$ cat config.mk
export PLATFORM = sky130hd
export DESIGN_NAME = pfe_fifo
export DESIGN_NICKNAME = d
export VERILOG_FILES = /design/src/hw/rtl/assert_macros.svh /design/src/hw/rtl/pfe_pkg.sv /design/src/hw/rtl/pfe_fifo.sv
export SDC_FILE = /design/constraint.sdc
export NUM_CORES = 1
export LEC_CHECK = 0
export BUFFER_PORTS_ARGS = -buffer_cell sky130_fd_sc_hd__buf_2
export CAP_MARGIN = 10
export CORE_MARGIN = 5
export CORE_UTILIZATION = 30
export DETAILED_ROUTE_END_ITERATION = 12
export PLACE_DENSITY = 0.57
export SETUP_SLACK_MARGIN = 0.2
export SLEW_MARGIN = 0
export SYNTH_ARGS = -nofsm -noshare
export SYNTH_HDL_FRONTEND = slang
export SYNTH_SLANG_ARGS = --single-unit
$ cat constraint.sdc
create_clock -name clk -period 3 [get_ports clk]
set_input_delay 0.3 -clock clk [delete_from_list [all_inputs] [get_ports clk]]
set_output_delay 0.3 -clock clk [all_outputs]
set_load 0.02 [all_outputs]
$ cat src/hw/rtl/assert_macros.svh
// Assertion helpers for the RTL files (included by pfe_back)
`ifndef ASSERT_MACROS_SVH
`define ASSERT_MACROS_SVH

// Check an implication on every clock edge outside reset
`define ASSERT_IMPL(label, clk, rst_n, ante, cons) \
  label: assert property (@(posedge clk) disable iff (!rst_n) (ante) |-> (cons)) \
    else $error("assertion failed");

// Check that the consequent holds in the cycle after the antecedent, outside reset
`define ASSERT_NEXT(label, clk, rst_n, ante, cons) \
  label: assert property (@(posedge clk) disable iff (!rst_n) (ante) |=> (cons)) \
    else $error("assertion failed");

`endif

$ cat src/hw/rtl/pfe_pkg.sv
`default_nettype none
package pfe_pkg;
  localparam int unsigned StackDepthDefault = 64;
  localparam int unsigned FracDigitsDefault = 4;
  localparam int unsigned WordW = 48;
  localparam int unsigned CharW = 8;
  localparam int unsigned StatW = 3;

  localparam logic [WordW-1:0] MaxPos = 48'h7FFF_FFFF_FFFF;
  localparam logic [WordW-1:0] MaxNeg = 48'h8000_0000_0000;

  localparam logic [CharW-1:0] ChHash = 8'h23;
  localparam logic [CharW-1:0] ChEq = 8'h3D;
  localparam logic [CharW-1:0] ChDot = 8'h2E;
  localparam logic [CharW-1:0] ChPlus = 8'h2B;
  localparam logic [CharW-1:0] ChMinus = 8'h2D;
  localparam logic [CharW-1:0] ChStar = 8'h2A;
  localparam logic [CharW-1:0] ChSlash = 8'h2F;
  localparam logic [CharW-1:0] ChZero = 8'h30;
  localparam logic [CharW-1:0] ChNine = 8'h39;
  localparam logic [CharW-1:0] ChNl = 8'h0A;

  typedef enum logic [StatW-1:0] {
    ST_NONE = 3'd0, ST_RESULT = 3'd1, ST_BYE = 3'd2, ST_EMPTY = 3'd3,
    ST_FULL = 3'd4, ST_DIVZ = 3'd5, ST_OVF = 3'd6
  } status_t;

  // Operation passed from the front to the back
  typedef enum logic [2:0] {
    OP_NONE, OP_PUSH, OP_ADD, OP_SUB, OP_MUL, OP_DIV, OP_POP, OP_BYE
  } op_t;

  // One queued command: optional number push, then an action
  typedef struct packed {
    logic             push_num;
    logic [WordW-1:0] num;
    op_t              op;
    logic             halt_nl;
  } cmd_t;

  function automatic logic [15:0] frac_weight(input logic [1:0] idx);
    case (idx)
      2'd0: frac_weight = 16'd6554;
      2'd1: frac_weight = 16'd655;
      2'd2: frac_weight = 16'd66;
      default: frac_weight = 16'd7;
    endcase
  endfunction
endpackage
`default_nettype wire

$ cat src/hw/rtl/pfe_fifo.sv
`default_nettype none
// Two-entry queue between front and back
module pfe_fifo (
  input  wire logic          clk,
  input  wire logic          rst_n,
  input  wire logic          wr_valid,
  output logic               wr_ready,
  input  pfe_pkg::cmd_t      wr_data,
  output logic               rd_valid,
  input  wire logic          rd_ready,
  output pfe_pkg::cmd_t      rd_data
);
  pfe_pkg::cmd_t mem_r [2];
  logic          wp_r, rp_r;
  logic [1:0]    cnt_r;

  assign wr_ready = cnt_r != 2'd2;
  assign rd_valid = cnt_r != 2'd0;
  assign rd_data = mem_r[rp_r];

  // Advance pointers on each beat
  always_ff @(posedge clk) begin
    if (!rst_n) begin
      wp_r <= 1'b0; rp_r <= 1'b0; cnt_r <= '0;
    end else begin
      if (wr_valid && wr_ready) begin
        mem_r[wp_r] <= wr_data; wp_r <= ~wp_r;
      end
      if (rd_valid && rd_ready) rp_r <= ~rp_r;
      cnt_r <= cnt_r + 2'(wr_valid && wr_ready) - 2'(rd_valid && rd_ready);
    end
  end
endmodule
`default_nettype wire

# Word-level counts from Yosys, hierarchy flattened
# Memory sizes are Yosys's and may differ from the RTL's. A register that Yosys moved wholly into a read port is not among the register bits.
# Cells that the tools add are included.
dict set report word_totals {
  in_bits 57
  mem_count 1
  reg_bits 4
  ramBits 106
}
# memory words word_bits rd rd_clocked_by_memory_dff wr line_no
set memory_table {}
lappend memory_table {mem_r 2 53 1 1 1 pfe_fifo.sv:13} ;# pfe_pkg::cmd_t mem_r [2];
dict set report op_classes {
  mux 5
  n_addsub 2
  n_bitwise 2
  n_reduce_logical 3
  eq_ne 1
}
# operator count
set ops {}
lappend ops {{2-to-1 mux 1 bit} 5}
lappend ops {{adder 2 x 1 -> 2 bit} 1}
lappend ops {{logical AND 1 bit} 2}
lappend ops {{inequality test 2 bit, second input constant} 1}
lappend ops {{inverter 1 bit} 2}
lappend ops {{nonzero test 2 bit} 1}
lappend ops {{subtractor 2 x 1 -> 2 bit} 1}

# Depth between registers and ports, before layout
dict set report depth {
  ltp_word 5
  mapped_depth 9
}

# Worst setup path before layout
# Ideal clock, no wire load.
dict set report synth_path {
  path_kind {register -> register}
  from {register cnt_r[0]}
  to {memory mem_r[0][0] in the netlist's numbering, enable pin}
  stages_incl_launch_ff 4
  slack_ns -0.422
  arrival_ns 2.958
  path_buffers 0
  cell_sequence {dfxtp_1 nand2b_1 nand3_1 nor2_1}
}
dict set report synth_via {
  elab_chain_cells 5
}
# item line_no
set synth_rtl {}
lappend synth_rtl {{from (decl)} pfe_fifo.sv:15} ;# logic [1:0] cnt_r;
lappend synth_rtl {{from (signal assigned)} pfe_fifo.sv:30} ;# cnt_r <= cnt_r + 2'(wr_valid && wr_ready) - 2'(rd_valid && rd_ready);
lappend synth_rtl {{inequality test 2 bit} pfe_fifo.sv:17} ;# assign wr_ready = cnt_r != 2'd2;
lappend synth_rtl {{named net wr_ready} pfe_fifo.sv:7} ;# output logic wr_ready,
lappend synth_rtl {{logical AND 1 bit} pfe_fifo.sv:26} ;# if (wr_valid && wr_ready) begin
lappend synth_rtl {{2-to-1 mux 1 bit} pfe_fifo.sv:26}
lappend synth_rtl {{2-to-1 mux 1 bit} pfe_fifo.sv:23} ;# if (!rst_n) begin
lappend synth_rtl {{2-to-1 mux 1 bit (not written as such)} pfe_fifo.sv:27} ;# mem_r[wp_r] <= wr_data; wp_r <= ~wp_r;
lappend synth_rtl {{to (decl)} pfe_fifo.sv:13}
# The timed path passes the listed nets, and every way through them passes these cells.

==> results by group <==
Yosys
  – Synth Area in Simple Gates: 1.45%
  – Warnings, synthesis: 0
  – Sequential fraction of the synthesis area: 76.1%
  – Synthesized area: 4310 um^2
  – Largest area contributor in the netlist: edfxtp_1
  – Syn Area/Cell: 22.7 um^2
  – Syn_nets: 249
  – Post-synthesis mux area share: 18.2%
  – Syn Inst Count: 190
  – Post-synth top area share: 73.8%
  – Synth Area in Adders: 0.580%
  – Compound-gate portion of the synthesized area: 0.319%
  – Unique masters post-synth: 19
  – Xor and xnor area share after synthesis: 0.609%
  – Largest family of logic cells by synthesized area: multiplexers
  – Yosys reg bits: 111
  – Top post-synthesis cells by area: edfxtp_1 74%, mux2_4 17%, buf_12 2.3%, dfxtp_1 2.3%, mux2_2 0.78%

Die
  – I/O Pins: 112
  – Die width: 130 um
  – Die Y: 130 um
  – Row count: 43
  – Initial core utilization: 30.8%
  – Die ar.: 16,900 um^2
  – Core Area: 14,000 um^2

Critical path
  – Max incr delay on CP: 0.76 ns
  – Worst EP required: 2.70 ns
  – CP cell instances: buf_4 > mux2_4 > buf_2
  – Setup crit end kind: output port
  – Type of origin of the critical path: register
  – CP arrival: 1.96 ns
  – CP Class: register to output port
  – Slowest CP cell: dfxtp_4
  – FF-to-FF setup slack: 1.11 ns
  – Crit-path max FO: 32

Timing
  – Final min period: 2.26 ns
  – Setup_tns: 0 ns
  – Max_slew headroom: 58.1%
  – RSZ-0062 raised after global routing: no
  – Least-Margin Pin Slew: 0.628 ns
  – Skew final: 0.00600 ns
  – Final setup fails: 0
  – FMAX: 443 MHz
  – Final Cycle Share: 75.3%
  – Final Hold Viols: 0
  – Max-slew violations: 0

Clock tree
  – Clock sinks: 111
  – Clk root buf: clkbuf_16
  – Total CTS buffers: 9
  – Post-CTS Setup Inserts: 0
  – Hold_buf cts: 0
  – Clock latency on the worst-skew pair: 0.34 ns
  – Number of gates resized after CTS: 0
  – Clock tree from TritonCTS: built
  – H-tree levels: 3
  – Reg clk slew, reported paths: 0.07 ns
  – Bufs on Longest Clock Path: 2

Final layout
  – Final cell utilization of the core: 38.1%
  – Fill cells: 1,327
  – Layout cell share with drive strength beyond 1: 58.9%
  – Area growth from synthesis to layout: 23.5%
  – Finished Layout Cells: 496
  – Post-route cell area: 5330 um^2
  – Final #Nets: 370
  – Antenna cells: 0

Global routing
  – GR Util met1: 10.1%
  – Pin count of the biggest net entering global routing: 33
  – Met3 Use GR: 3.97%
  – Congestion Overflow GR: 0
  – Initial antenna violation count: 0
  – Vias in the first global route: 2,168
  – First-pass GRT wire length: 11.4 mm
  – GRT Overall Usage: 9.12%
  – Top Usage Layer GRT: met2
  – GR Util met2: 15.1%

Run
  – Max cap viols: 0

Hold path
  – Hold WC Path Type: input port to register

Placed design
  – Post-DP HPWL: 5.34 mm
  – Inst Count DP: 480
  – Port Buffers: 111
  – Placer Congestion: 0.660
  – DP Area: 5060 um^2

Power
  – Pwr/cell area: 765 nW/um^2
  – Leak: 2.05 nW
  – Worst vdd ir: 313 uV

Routing
  – Residual DRC: 0
  – DRT antenna net count: 0
  – Routed len/inst: 15.3 um
  – Starting DRT DRC Count: 88
  – DR vias: 2,057
  – Vias/cell: 4.15
  – Drt first pass iters: 4
  – Drt total wl: 7.57 mm

Status
  – Status: complete, no violations
## cell families after synthesis
group / after synthesis
multiplexers: 53
AND/OR/NAND/NOR: 11
XOR/XNOR: 3
adder cells (fa/ha/maj): 2
AO/OA/AOI/OAI: 2
buffers and inverters: 8
flip-flops: 111
## metrics by stage
| step | setup slack (ns) | power, mW | hold WS [ns] |
|---|---|---|---|
| finish | 0.741 | 4.07 | 0.145 |
| detailed placement | 1.07 | 3.07 | 0.491 |
| floorplan | 0.453 | 2.83 | 0.399 |
| CTS | 0.685 | 4.15 | 0.121 |
| global placement | 1.10 | 3.06 | 0.488 |
| global route | 0.627 | 4.30 | 0.119 |
## state kept, by name, indices dropped and copies added, names as in the netlist, named ones only
name / count
cnt_r: 2
wp_r: 1
mem_r: 106
rp_r: 1
## layer usage
metal	up-vias	part of all wire, %
met5	-	0
met4	0	1.7
met3	11	8.3
met2	62	52
met1	1002	38
li1	982	-
## worst paths after layout
path | from | endpoint | cells past startpoint
max | register | rd_data[30] | 3
min reg2reg | rp_r | rp_r | 2
min | wr_data[31] | mem_r[1][31] | 1
max reg2reg | cnt_r[0] | mem_r[1][33] | 4
## critical path: cells and delay by family, from the launching register on
kind     cells  cell delay (ns)
flops        1             0.76
buf+inv      2             0.52
mux          1             0.33
## power breakdown
part / internal, mW / total [mW] / leakage (nW) / switching [mW]
clock: 0.564 / 1.07 / 0.131 / 0.502
sequential: 1.84 / 1.96 / 1.01 / 0.118
combinational: 0.520 / 1.05 / 0.901 / 0.527
## cell usage after synthesis
cell      instances
inv_1             2
nor2_1            1
o21a_1            1
or2_2             1
xnor2_1           3
o22ai_1           1
dfxtp_1           5
nor2b_1           2
nand2b_1          1
nand3_1           1
and3_1            1
ha_1              2
buf_6             1
and2_1            3
mux2_2            3
nand2_1           1
buf_12            5
edfxtp_1        106
mux2_4           50
## cells in the final DEF, fill, tap and decap left out, drive strengths merged
cell type  netlist  routed
buf              6     116
nand2            1       1
and3             1       1
nand3            1       1
clkbuf           0      11
dfxtp            5       5
clkinv           0       5
inv              2       2
o21a             1       1
ha               2       2
nor2b            2       2
o22ai            1       1
edfxtp         106     106
mux2            53      53
xnor2            3       3
and2             3       3
nor2             1       1
or2              1       1
nand2b           1       1
## area by class of cell
type | count | area, um^2 | area share, %
multi-input combinational | 71 | 921 | 17.3
clock buffer | 11 | 233 | 4.37
tap | 180 | 225 | 4.23
timing repair buffer | 116 | 618 | 11.6
clock inverter | 5 | 35.0 | 0.658
sequential | 111 | 3290 | 61.7
inverter | 2 | 7.51 | 0.141
No activity file was read; power rests on OpenSTA's default activity.
