`config.mk`:
```
export PLATFORM = sky130hd
export DESIGN_NAME = pfe_front
export DESIGN_NICKNAME = d
export VERILOG_FILES = /design/src/hw/rtl/assert_macros.svh /design/src/hw/rtl/pfe_pkg.sv /design/src/hw/rtl/pfe_front.sv
export SDC_FILE = /design/constraint.sdc
export NUM_CORES = 1
export LEC_CHECK = 0
export BUFFER_PORTS_ARGS = -buffer_cell sky130_fd_sc_hd__buf_2
export CAP_MARGIN = 20
export CORE_UTILIZATION = 45
export CTS_BUF_LIST = sky130_fd_sc_hd__clkbuf_16
export CTS_CLUSTER_SIZE = 10
export DETAILED_ROUTE_END_ITERATION = 10
export PLACE_DENSITY = 0.71
export SLEW_MARGIN = 10
export SYNTH_ARGS = -nofsm -noshare
export SYNTH_HDL_FRONTEND = slang
export SYNTH_SLANG_ARGS = --single-unit
```
`constraint.sdc`:
```
create_clock -name clk -period 7.2 [get_ports clk]
set_input_delay 1.8 -clock clk [delete_from_list [all_inputs] [get_ports clk]]
set_output_delay 1.8 -clock clk [all_outputs]
set_load 0.005 [all_outputs]
```
`src/hw/rtl/assert_macros.svh`:
```
// Assertion helpers for the RTL files (included by pfe_back)
`ifndef ASSERT_MACROS_SVH
`define ASSERT_MACROS_SVH

// Check an implication on every clock edge outside reset
`define ASSERT_IMPL(label, clk, rst_n, ante, cons) \
  label: assert property (@(posedge clk) disable iff (!rst_n) (ante) |-> (cons)) \
    else $error("assertion failed");

// Check that the consequent holds in the cycle after the antecedent, outside reset
`define ASSERT_NEXT(label, clk, rst_n, ante, cons) \
  label: assert property (@(posedge clk) disable iff (!rst_n) (ante) |=> (cons)) \
    else $error("assertion failed");

`endif

```
`src/hw/rtl/pfe_pkg.sv`:
```
`default_nettype none
package pfe_pkg;
  localparam int unsigned StackDepthDefault = 64;
  localparam int unsigned FracDigitsDefault = 4;
  localparam int unsigned WordW = 48;
  localparam int unsigned CharW = 8;
  localparam int unsigned StatW = 3;

  localparam logic [WordW-1:0] MaxPos = 48'h7FFF_FFFF_FFFF;
  localparam logic [WordW-1:0] MaxNeg = 48'h8000_0000_0000;

  localparam logic [CharW-1:0] ChHash = 8'h23;
  localparam logic [CharW-1:0] ChEq = 8'h3D;
  localparam logic [CharW-1:0] ChDot = 8'h2E;
  localparam logic [CharW-1:0] ChPlus = 8'h2B;
  localparam logic [CharW-1:0] ChMinus = 8'h2D;
  localparam logic [CharW-1:0] ChStar = 8'h2A;
  localparam logic [CharW-1:0] ChSlash = 8'h2F;
  localparam logic [CharW-1:0] ChZero = 8'h30;
  localparam logic [CharW-1:0] ChNine = 8'h39;
  localparam logic [CharW-1:0] ChNl = 8'h0A;

  typedef enum logic [StatW-1:0] {
    ST_NONE = 3'd0, ST_RESULT = 3'd1, ST_BYE = 3'd2, ST_EMPTY = 3'd3,
    ST_FULL = 3'd4, ST_DIVZ = 3'd5, ST_OVF = 3'd6
  } status_t;

  // Operation passed from the front to the back
  typedef enum logic [2:0] {
    OP_NONE, OP_PUSH, OP_ADD, OP_SUB, OP_MUL, OP_DIV, OP_POP, OP_BYE
  } op_t;

  // One queued command: optional number push, then an action
  typedef struct packed {
    logic             push_num;
    logic [WordW-1:0] num;
    op_t              op;
    logic             halt_nl;
  } cmd_t;

  function automatic logic [15:0] frac_weight(input logic [1:0] idx);
    case (idx)
      2'd0: frac_weight = 16'd6554;
      2'd1: frac_weight = 16'd655;
      2'd2: frac_weight = 16'd66;
      default: frac_weight = 16'd7;
    endcase
  endfunction
endpackage
`default_nettype wire

```
`src/hw/rtl/pfe_front.sv`:
```
`default_nettype none
// Classify characters, build numbers and emit commands for the back end
module pfe_front #(
  parameter int unsigned FRAC_DIGITS = pfe_pkg::FracDigitsDefault
) (
  input  wire logic                      clk,
  input  wire logic                      rst_n,
  input  wire logic                      in_valid,
  output logic                           in_ready,
  input  wire logic [pfe_pkg::CharW-1:0] in_char_code,
  output logic                           cmd_valid,
  input  wire logic                      cmd_ready,
  output pfe_pkg::cmd_t                  cmd
);
  logic [pfe_pkg::WordW-1:0] acc_r, acc_nxt;
  logic                      bld_r, bld_nxt, frac_r, frac_nxt;
  logic [2:0]                fcnt_r, fcnt_nxt;
  logic [3:0]                dig;
  logic [pfe_pkg::WordW+3:0] ten;
  logic [pfe_pkg::WordW:0]   fsum;
  logic                      is_dig;

  assign in_ready = cmd_ready;
  assign dig = 4'(in_char_code - pfe_pkg::ChZero);
  assign is_dig = (in_char_code >= pfe_pkg::ChZero) && (in_char_code <= pfe_pkg::ChNine);
  assign ten = {4'd0, acc_r} * 52'd10 + {32'd0, dig, 16'd0};
  assign fsum = {1'b0, acc_r} + 49'(dig * pfe_pkg::frac_weight(fcnt_r[1:0]));

  // Decode one character
  always_comb begin
    acc_nxt = acc_r; bld_nxt = bld_r; frac_nxt = frac_r; fcnt_nxt = fcnt_r;
    cmd.push_num = 1'b0; cmd.num = acc_r; cmd.op = pfe_pkg::OP_NONE; cmd.halt_nl = 1'b0;
    if (is_dig) begin
      if (!bld_r) begin
        bld_nxt = 1'b1; frac_nxt = 1'b0; fcnt_nxt = '0;
        acc_nxt = {28'd0, dig, 16'd0};
      end else if (!frac_r) begin
        acc_nxt = (ten > 52'(pfe_pkg::MaxPos)) ? pfe_pkg::MaxPos : ten[47:0];
      end else if (fcnt_r < 3'(FRAC_DIGITS)) begin
        acc_nxt = (fsum > 49'(pfe_pkg::MaxPos)) ? pfe_pkg::MaxPos : fsum[47:0];
        fcnt_nxt = fcnt_r + 3'd1;
      end
    end else if (in_char_code == pfe_pkg::ChDot && bld_r && !frac_r) begin
      frac_nxt = 1'b1;
    end else begin
      if (bld_r) begin
        cmd.push_num = 1'b1;
        bld_nxt = 1'b0; frac_nxt = 1'b0; fcnt_nxt = '0; acc_nxt = '0;
      end
      case (in_char_code)
        pfe_pkg::ChPlus:  cmd.op = pfe_pkg::OP_ADD;
        pfe_pkg::ChMinus: cmd.op = pfe_pkg::OP_SUB;
        pfe_pkg::ChStar:  cmd.op = pfe_pkg::OP_MUL;
        pfe_pkg::ChSlash: cmd.op = pfe_pkg::OP_DIV;
        pfe_pkg::ChEq:    cmd.op = pfe_pkg::OP_POP;
        pfe_pkg::ChHash:  cmd.op = pfe_pkg::OP_BYE;
        default:          cmd.op = pfe_pkg::OP_NONE;
      endcase
      // Mark a newline; the back end tracks goodbye and halts on it
      cmd.halt_nl = (in_char_code == pfe_pkg::ChNl);
    end
  end
  assign cmd_valid = in_valid;

  // Hold number builder state, advance on each accepted beat
  always_ff @(posedge clk) begin
    if (!rst_n) begin
      acc_r <= '0; bld_r <= 1'b0; frac_r <= 1'b0; fcnt_r <= '0;
    end else if (in_valid && in_ready) begin
      acc_r <= acc_nxt; bld_r <= bld_nxt; frac_r <= frac_nxt; fcnt_r <= fcnt_nxt;
    end
  end
endmodule
`default_nettype wire

```
# Yosys cells after proc, flatten, opt, wreduce, memory -nomap -nowiden
# Cells that the tools add are included.
[word_totals]
input_bits = 12
out_inout_bits = 55
wordCells = 69
regBits = 53
[classes]
mux = 27
n_addsub = 4
magnitude_cmp = 5
n_mul = 2
reduce_logical = 12
n_eq_ne = 15
[ops]
columns = ["operator", "count"]
rows = [
  ["48-bit two-way mux", 8],
  ["8-bit by 6-bit equality test with 1-bit output (second input constant)", 7],
  ["52-bit by 20-bit adder with 52-bit output", 1],
  ["52-bit by 47-bit greater-than comparator with 1-bit output (second input constant)", 1],
  ["48-bit by 3-bit multiplier with 51-bit output (second input constant)", 1],
  ["48-bit by 20-bit adder with 49-bit output", 1],
  ["49-bit by 47-bit greater-than comparator with 1-bit output (second input constant)", 1],
  ["13-bit case mux with 3 select lines", 1],
  ["4-bit by 16-bit multiplier with 20-bit output", 1],
  ["3-bit two-way mux", 6],
  ["3-bit case mux with 6 select lines", 1],
  ["1-bit two-way mux", 9],
  ["8-bit by 4-bit equality test with 1-bit output (second input constant)", 1],
  ["8-bit by 6-bit greater-or-equal comparator with 1-bit output (second input constant)", 1],
  ["8-bit by 6-bit less-or-equal comparator with 1-bit output (second input constant)", 1],
  ["4-bit two-way mux", 2],
  ["5-bit AND reduction", 1],
  ["1-bit logical AND", 4],
  ["2-bit != test (second input constant)", 2],
  ["4-bit by 3-bit != test with 1-bit output (second input constant)", 1],
  ["4-bit AND reduction", 1],
  ["4-bit by 1-bit subtractor with 4-bit output (second input constant)", 1],
  ["3-bit by 1-bit adder with 3-bit output (second input constant)", 1],
  ["3-bit < comparator (second input constant)", 1],
  ["10 further kinds", 10],
]

# Longest topological paths before layout
# Gate-level depths: netlist of run 1.
[depth]
word_depth = 10
ltp_mapped = 24
depth_no_buf = 24

# Worst setup path before layout of run 1
# Ideal clock, no wire load.
[synth_timing]
kind = "input port to flip-flop"
from = "in in_char_code[3] (netlist name)"
to = "reg acc_r[31] (netlist name)"
t_required_ns = 7.129
setup_slack_ns = 0.383
stages = 20
t_arrival_ns = 6.746
setup_time_ns = 0.071
n_path_buf = 2
path_cell_list = "clkbuf_1 -> inv_1 -> nor2_1 -> fa_1 -> inv_1 -> fa_1 -> fa_1 -> inv_1 -> ha_1 -> nor2b_1 -> o21ai_0 -> a21oi_1 -> o211ai_1 -> a21oi_1 -> o31ai_1 -> nor4_1 -> a21boi_1 -> clkbuf_1 -> o221ai_1 -> a21oi_1"
[synth_via]
elab_chain_cells = 9
word_cells_on_any_way = 22
cone_classes = "add/sub (3); mul (1); order compare (4); eq/ne (3); mux (6); reduce/logical (5)"
[synth_lines]
columns = ["item", "line", "source"]
rows = [
  ["start: declaration", "pfe_front.sv:10", "input wire logic [pfe_pkg::CharW-1:0] in_char_code,"],
  ["4-bit by 1-bit subtractor with 4-bit output", "pfe_front.sv:24", "assign dig = 4'(in_char_code - pfe_pkg::ChZero);"],
  ["4-bit by 16-bit multiplier with 20-bit output", "pfe_front.sv:27", "assign fsum = {1'b0, acc_r} + 49'(dig * pfe_pkg::frac_weight(fcnt_r[1:0]));"],
  ["48-bit by 20-bit adder with 49-bit output", "pfe_front.sv:27", ""],
  ["49-bit by 47-bit greater-than comparator with 1-bit output", "pfe_front.sv:40", "acc_nxt = (fsum > 49'(pfe_pkg::MaxPos)) ? pfe_pkg::MaxPos : fsum[47:0];"],
  ["48-bit two-way mux", "pfe_front.sv:40", ""],
  ["48-bit two-way mux", "pfe_front.sv:39", "end else if (fcnt_r < 3'(FRAC_DIGITS)) begin"],
  ["48-bit two-way mux", "pfe_front.sv:37", "end else if (!frac_r) begin"],
  ["48-bit two-way mux", "pfe_front.sv:34", "if (!bld_r) begin"],
  ["48-bit two-way mux", "pfe_front.sv:33", "if (is_dig) begin"],
  ["end signal: assignment", "pfe_front.sv:70", "acc_r <= acc_nxt; bld_r <= bld_nxt; frac_r <= frac_nxt; fcnt_r <= fcnt_nxt;"],
  ["end: declaration", "pfe_front.sv:15", "logic [pfe_pkg::WordW-1:0] acc_r, acc_nxt;"],
]
# Parallel ways exist; a longest one is shown, timed or not. The select of a mux whose other input is x is not followed.
# A chain may end at the register's enable or synchronous reset.

# Final worst setup path of run 1
[layout_timing]
from = "in in_char_code[3] (netlist name)"
to = "reg acc_r[36] (netlist name)"
# Same word-level chain as after synthesis.

==> impl_metrics.py, run 1 <==
metrics = {
    "synthesis": {
        "synth.avg_cell_area_um2": 7.444,
        "synth_edf_count": 0,
        "ys_ff_latch": 53,
        "ys.flop_type": "dfxtp_1",
        "yosys_warnings": 0,
        "post-synth-top-area-cell": "ha_1",
        "ys_async_sr_fraction_pct": 0,
        "yosysTopAreaCellShare_pct": 17.64,
        "seq_area_frac_synth_pct": 11.00,
        "syn_inst": 1296,
        "ys_top_cells_by_area": "ha_1 (18%), dfxtp_1 (11%), a21oi_1 (7.2%)",
        "synthesis.nets": 1474,
        "ys_top_cells_by_count": "a21oi_1 (139), ha_1 (136), nand2_1 (130), inv_1 (99), nor2_1 (89)",
        "synth_area_um2": 9648,
        "ys_types": 87,
        "synth.most_common_cell": "a21oi_1",
    },
    "sta": {
        "tns_ps": 0,
        "fin_skew_ps": 9.409,
        "setup_viol": 0,
        "worst_slew_pin_slew_ps": 924.5,
        "fmax_mhz": 148.9,
        "rsz0062_at_grt": "no",
        "relSlewSlack_pct": 37.39,
        "fin_crit_ps": 6716,
        "final-hold-violation-count": 0,
        "slew_violations": 0,
        "finalCritPeriodShare_pct": 93.28,
    },
    "clock_tree": {
        "htreeDepth": 2,
        "cts_buffer_depth": 2,
        "tritoncts": "built",
        "clkTransAtPathRegs_ps": 70,
        "cts_resized": 0,
        "clockRootBuffer": "clkbuf_16",
        "clk_latency_ps": 300,
        "cts_hold_buf": 0,
        "cts_setup_buffers": 0,
        "cts_made_buffers": 5,
        "clock-sinks": 53,
    },
    "global_routing": {
        "grt_overflow": 0,
        "grt_max_degree": 41,
        "grt_usage_pct": 27.42,
        "grt_pass1_wl_mm": 48.22,
        "first_global_vias": 9134,
        "antenna_found_initial": 0,
    },
    "job": {
        "max_cap_violations": 0,
    },
    "power_and_ir_drop": {
        "p_comb_share_pct": 23.0,
        "internal_power_uw": 484.4,
        "p_leak_nw": 4.923,
        "seqPwrFrac_pct": 41.8,
        "power_density_nw_per_um2": 67.91,
        "fin_total_pwr_uw": 703.8,
        "power.switching_uw": 219.4,
        "peakVddDrop_uv": 74.71,
        "p_clk_share_pct": 35.2,
        "swShare_pct": 31.17,
    },
    "floorplan": {
        "ios": 67,
        "core_um2": 21020,
        "dieHeight_um": 148.4,
        "rows": 53,
        "dieArea_um2": 22030,
        "start_util_pct": 45.90,
        "fp.dieW_um": 148.4,
    },
    "detailed_routing": {
        "firstDrtPassIters": 5,
        "drc": 0,
        "ant_nets": 0,
        "vias": 9978,
        "finalWirelength_mm": 30.02,
        "wl_per_cell_um": 18.63,
        "viasPerCell": 6.194,
        "dr.first_iter.drc_count": 789,
    },
    "worst_hold_path": {
        "hp-class": "flip-flop to flip-flop",
    },
    "place": {
        "port_buffers": 66,
        "dp_hpwl_mm": 24.41,
        "place_congestion": 0.9273,
    },
    "setup_path": {
        "crit_buf_inv": 6,
        "crit_family": "compound AO/OA/AOI/OAI gates",
        "cp_slowest_stage_delay_ps": 510,
        "cp.arrival_ps": 6950,
        "required_ps": 7430,
        "end_kind": "flip-flop",
        "start_kind": "primary input",
        "crit_fanout": 11,
        "cp_slowest_cell": "fa_1",
        "worstPathCellList": "buf_2, inv_1, nor2_1, fa_1, inv_1, fa_1, fa_1, inv_1, ha_1, nor2b_1, o21ai_0, a21oi_1, o211ai_1, a21oi_1, o31ai_1, buf_4, o31ai_1, a21boi_2, buf_4, a21oi_1, o21bai_1, o2111ai_1, o21ai_1",
        "worstSetupPathType": "primary input to flip-flop",
    },
    "layout": {
        "nNetsFinal": 1513,
        "antenna_cells_inserted": 0,
        "drive_gt1_share_pct": 10.48,
        "fillers": 2132,
        "area_growth_syn_to_layout_pct": 7.418,
    },
    "outcome": {
        "status": "completed",
    },
}
-- state kept, by name (all words and copies together) (netlist names) --
signal  count
acc_r      48
bld_r       1
frac_r      1
fcnt_r      3
-- kinds of logic after synthesis --
kind of cell | share of synthesized area [%]
AOI/OAI and AO/OA | 28.65
buffers and inverters | 6.432
xor gates and xnor gates | 7.548
and+or+nand+nor | 22.31
DFF | 11.00
muxes | 0.2075
adders and majority gates | 23.86
-- final timing paths --
check / startpoint / to / slack (ps) / cells after the start
hold reg to reg: fcnt_r[2] / fcnt_r[2] / 530 / 2
setup reg to reg: acc_r[3] / acc_r[44] / 1110 / 22
setup / recovery: in_char_code[3] / acc_r[36] / 480 / 23
hold / removal: fcnt_r[2] / fcnt_r[2] / 530 / 2
-- final cells by class --
type	count	area [µm²]	share of cell area, %
clock buffer	5	125.1	1.207
clock inverter	3	17.52	0.1690
inverter	99	371.6	3.586
multi-input combinational	1091	7974	76.94
sequential	53	1061	10.24
tap	275	344.1	3.320
timing repair buffer	85	470.5	4.539
-- routing by layer --
metal	wire length (µm)	vias up	GRT usage (%)
li1	-	4814	-
met1	13780	4713	39.40
met2	13290	406	43.06
met3	2338	45	3.436
met4	609	0	6.753
met5	0	-	0
-- through the flow --
step	setup slack (ps)	std cells	hold WS (ps)	util, %	cell area, µm²
2_1_floorplan	383.1	1296	459.0	-	9648
3_3_place_gp	311.9	1601	486.4	48.56	10210
3_5_place_dp	228.7	1601	504.1	48.56	10210
4_1_cts	522.7	1609	524.3	49.24	10350
5_1_grt	41.06	1611	556.4	49.30	10360
6_report	483.5	1611	529.5	49.30	10360
-- layout by cell type, fill, tap and decap left out, drive strengths merged, types with 9 or more instances in the layout --
| cell type | count |
|---|---|
| nand4 | 20 |
| and2 | 31 |
| o21bai | 9 |
| o21a | 11 |
| nor2 | 90 |
| o221ai | 23 |
| and3 | 22 |
| nor4 | 12 |
| nor2b | 11 |
| ha | 136 |
| a211oi | 13 |
| nand2b | 9 |
| a31oi | 15 |
| o211ai | 19 |
| nor3 | 24 |
| xor2 | 29 |
| nand3 | 41 |
| a21oi | 142 |
| fa | 30 |
| buf | 85 |
| dfxtp | 53 |
| xnor2 | 52 |
| o21ai | 84 |
| a21o | 35 |
| inv | 101 |
| nand2 | 131 |
| and4 | 9 |
-- worst reg2reg max path, cell delays in order (launching register included) --
cell and delay (ps):
dfxtp_1 470, ha_1 290, ha_1 270, fa_1 460, a211oi_1 390, o211ai_1 230
o2111ai_1 160, nand2_1 100, a21o_1 190, a21oi_1 160, xnor2_1 260, ha_1 290
a21o_1 120, a21oi_1 100, nor2b_1 130, o21ai_0 230, nor4_4 400, nand2_1 120
nor4_1 410, and4_4 320, o211a_1 550, a221oi_1 170, a21o_1 180
-- power by group through the flow --
stage	logic (mW)	clock network, mW	registers (mW)
5_1_grt	0.185	0.255	0.294
6_report	0.162	0.248	0.294
3_5_place_dp	0.160	0	0.301
2_1_floorplan	0.121	0	0.301
4_1_cts	0.162	0.246	0.294
3_3_place_gp	0.161	0	0.301
Note: power is estimated with default switching activity, not from simulation.
==> run 2: changes to the inputs <==
--- a/config.mk
+++ b/config.mk
@@ -7,6 +7,7 @@
 export LEC_CHECK = 0
 export BUFFER_PORTS_ARGS = -buffer_cell sky130_fd_sc_hd__buf_2
 export CAP_MARGIN = 20
+export CORE_ASPECT_RATIO = 1.4
 export CORE_UTILIZATION = 45
 export CTS_BUF_LIST = sky130_fd_sc_hd__clkbuf_16
 export CTS_CLUSTER_SIZE = 10
==> run 2 against run 1 <==
Effect of this change:
- non-clock buffer count is 2 lower
- critical endpoint is now acc_r[37]
- power down 0.45%
- largest power group unchanged
- die area about the same
- setup slack better by 37 ps
- maximum frequency up 0.56%
- clock-buffer cell count unchanged
- wire length is 4.8% higher
==> impl_metrics.py, run 2 (same netlist as run 1, synthesis figures left out) <==
metrics = {
    "sta": {
        "fin_skew_ps": 6.692,
        "relSlewSlack_pct": 30.70,
        "final-hold-violation-count": 0,
        "whs_ps": 500.1,
        "slew_violations": 0,
        "fmax_mhz": 149.7,
        "fin_ws_ps": 520.8,
        "setup_viol": 0,
        "worst_slew_pin_slew_ps": 1023,
        "finalCritPeriodShare_pct": 92.77,
        "rsz0062_at_grt": "no",
        "fin_crit_ps": 6679,
        "tns_ps": 0,
    },
    "floorplan": {
        "fp.dieW_um": 125.8,
        "core_um2": 21130,
        "ios": 67,
        "dieArea_um2": 22040,
        "rows": 63,
        "start_util_pct": 45.67,
        "dieHeight_um": 175.3,
    },
    "layout": {
        "antenna_cells_inserted": 0,
        "top_register": "acc_r",
        "final_cell_mix": "a21oi_1 (139), ha_1 (136), nand2_1 (130), inv_1 (99), nor2_1 (89)",
        "drive_gt1_share_pct": 10.27,
        "nNetsFinal": 1511,
        "final_common_cell": "a21oi_1",
        "final_util_pct": 48.92,
        "final_cells": 1594,
        "fillers": 2185,
        "stdcell_area_um2": 10330,
        "largestRegisters": "acc_r: 48 flops, fcnt_r: 3 flops",
        "area_growth_syn_to_layout_pct": 7.120,
        "largest_reg_flops": 48,
    },
    "clock_tree": {
        "cts_buffer_depth": 2,
        "clock-sinks": 53,
        "clkTransAtPathRegs_ps": 70,
        "clk_latency_ps": 300,
        "cts_made_buffers": 5,
        "cts_hold_buf": 0,
        "cts_resized": 0,
        "cts_setup_buffers": 0,
        "clockRootBuffer": "clkbuf_16",
        "tritoncts": "built",
        "htreeDepth": 2,
    },
    "setup_path": {
        "required_ps": 7390,
        "worstSetupPathType": "primary input to flip-flop",
        "crit_fanout": 14,
        "end_kind": "flip-flop",
        "cp.arrival_ps": 6870,
        "start_kind": "primary input",
    },
    "job": {
        "max_cap_violations": 0,
    },
    "power_and_ir_drop": {
        "p_leak_nw": 4.912,
        "fin_total_pwr_uw": 700.6,
        "power_density_nw_per_um2": 67.79,
        "peakVddDrop_uv": 74.33,
    },
    "outcome": {
        "status": "completed",
    },
    "place": {
        "port_buffers": 66,
        "dp_hpwl_mm": 25.65,
        "postPlaceCellArea_um2": 10200,
        "place_congestion": 0.9832,
        "dp_slack_ps": 252.3,
        "place_inst": 1586,
    },
    "detailed_routing": {
        "firstDrtPassIters": 5,
        "drc": 0,
        "dr.first_iter.drc_count": 616,
        "viasPerCell": 6.258,
        "vias": 9976,
        "finalWirelength_mm": 31.46,
        "wl_per_cell_um": 19.73,
        "ant_nets": 0,
    },
    "global_routing": {
        "grt_overflow": 0,
        "antenna_found_initial": 0,
        "grt_pass1_wl_mm": 50.58,
        "grt_max_degree": 41,
        "grt_usage_pct": 28.99,
        "first_global_vias": 9847,
    },
    "worst_hold_path": {
        "hp-class": "flip-flop to flip-flop",
    },
}
==> run 2: cell count changes in the layout (fill, tap and decap cells not counted) <==
cell / before / now
clkinv_1: 0 / 2
inv_1: 100 / 99
inv_6: 1 / 0
o21ai_4: 0 / 1
buf_4: 18 / 17
o21ai_2: 4 / 3
buf_2: 67 / 66
==> run 2: worst paths after layout <==
path,startpoint,to,slack (ps),cells after the start
worst max-delay path,in_char_code[1],acc_r[37],520,21
worst min-delay path,fcnt_r[1],fcnt_r[1],500,2
worst min register to register,fcnt_r[1],fcnt_r[1],500,2
worst max register to register,acc_r[3],acc_r[46],820,23
==> run 2: layer usage <==
layer / part of all wire, % / GRT usage, % / up-vias / wire, µm
met3: 3.8 / 2.467 / 126 / 1211
met5: 0 / 0 / - / 0
met1: 38 / 31.22 / 4748 / 11940
li1: - / - / 4788 / -
met2: 50 / 52.41 / 314 / 15710
met4: 8.2 / 22.44 / 0 / 2595
==> run 2: area by class of cell <==
| type | count | area [µm²] | area share [%] |
|---|---|---|---|
| Clock buffer | 5 | 125.1 | 1.211 |
| Tap cell | 260 | 325.3 | 3.148 |
| Clock inverter | 3 | 12.51 | 0.1211 |
| Inverter | 99 | 371.6 | 3.596 |
| Multi-Input combinational cell | 1091 | 7981 | 77.23 |
| Timing Repair Buffer | 83 | 457.9 | 4.431 |
| Sequential cell | 53 | 1061 | 10.27 |
==> run 2: where the power goes <==
group / switching [mW] / internal, mW
logic: 0.100 / 0.0622
clock network: 0.117 / 0.126
registers: 0.00107 / 0.293
total: 0.219 / 0.482
==> run 2: worst max-delay path: stages <==
cell      delay, ps
buf_2           260
and2_1          300
fa_1            470
fa_1            540
inv_1            50
fa_1            500
inv_1            40
ha_1            390
o21a_1          150
o21ai_0          60
a21oi_1         150
o32ai_1         110
or3_1           310
o21ai_0         380
a221oi_1        140
buf_4           200
a21bo_2         280
and2_1          200
o21ai_0         140
a21oi_1          90
a311oi_1        280
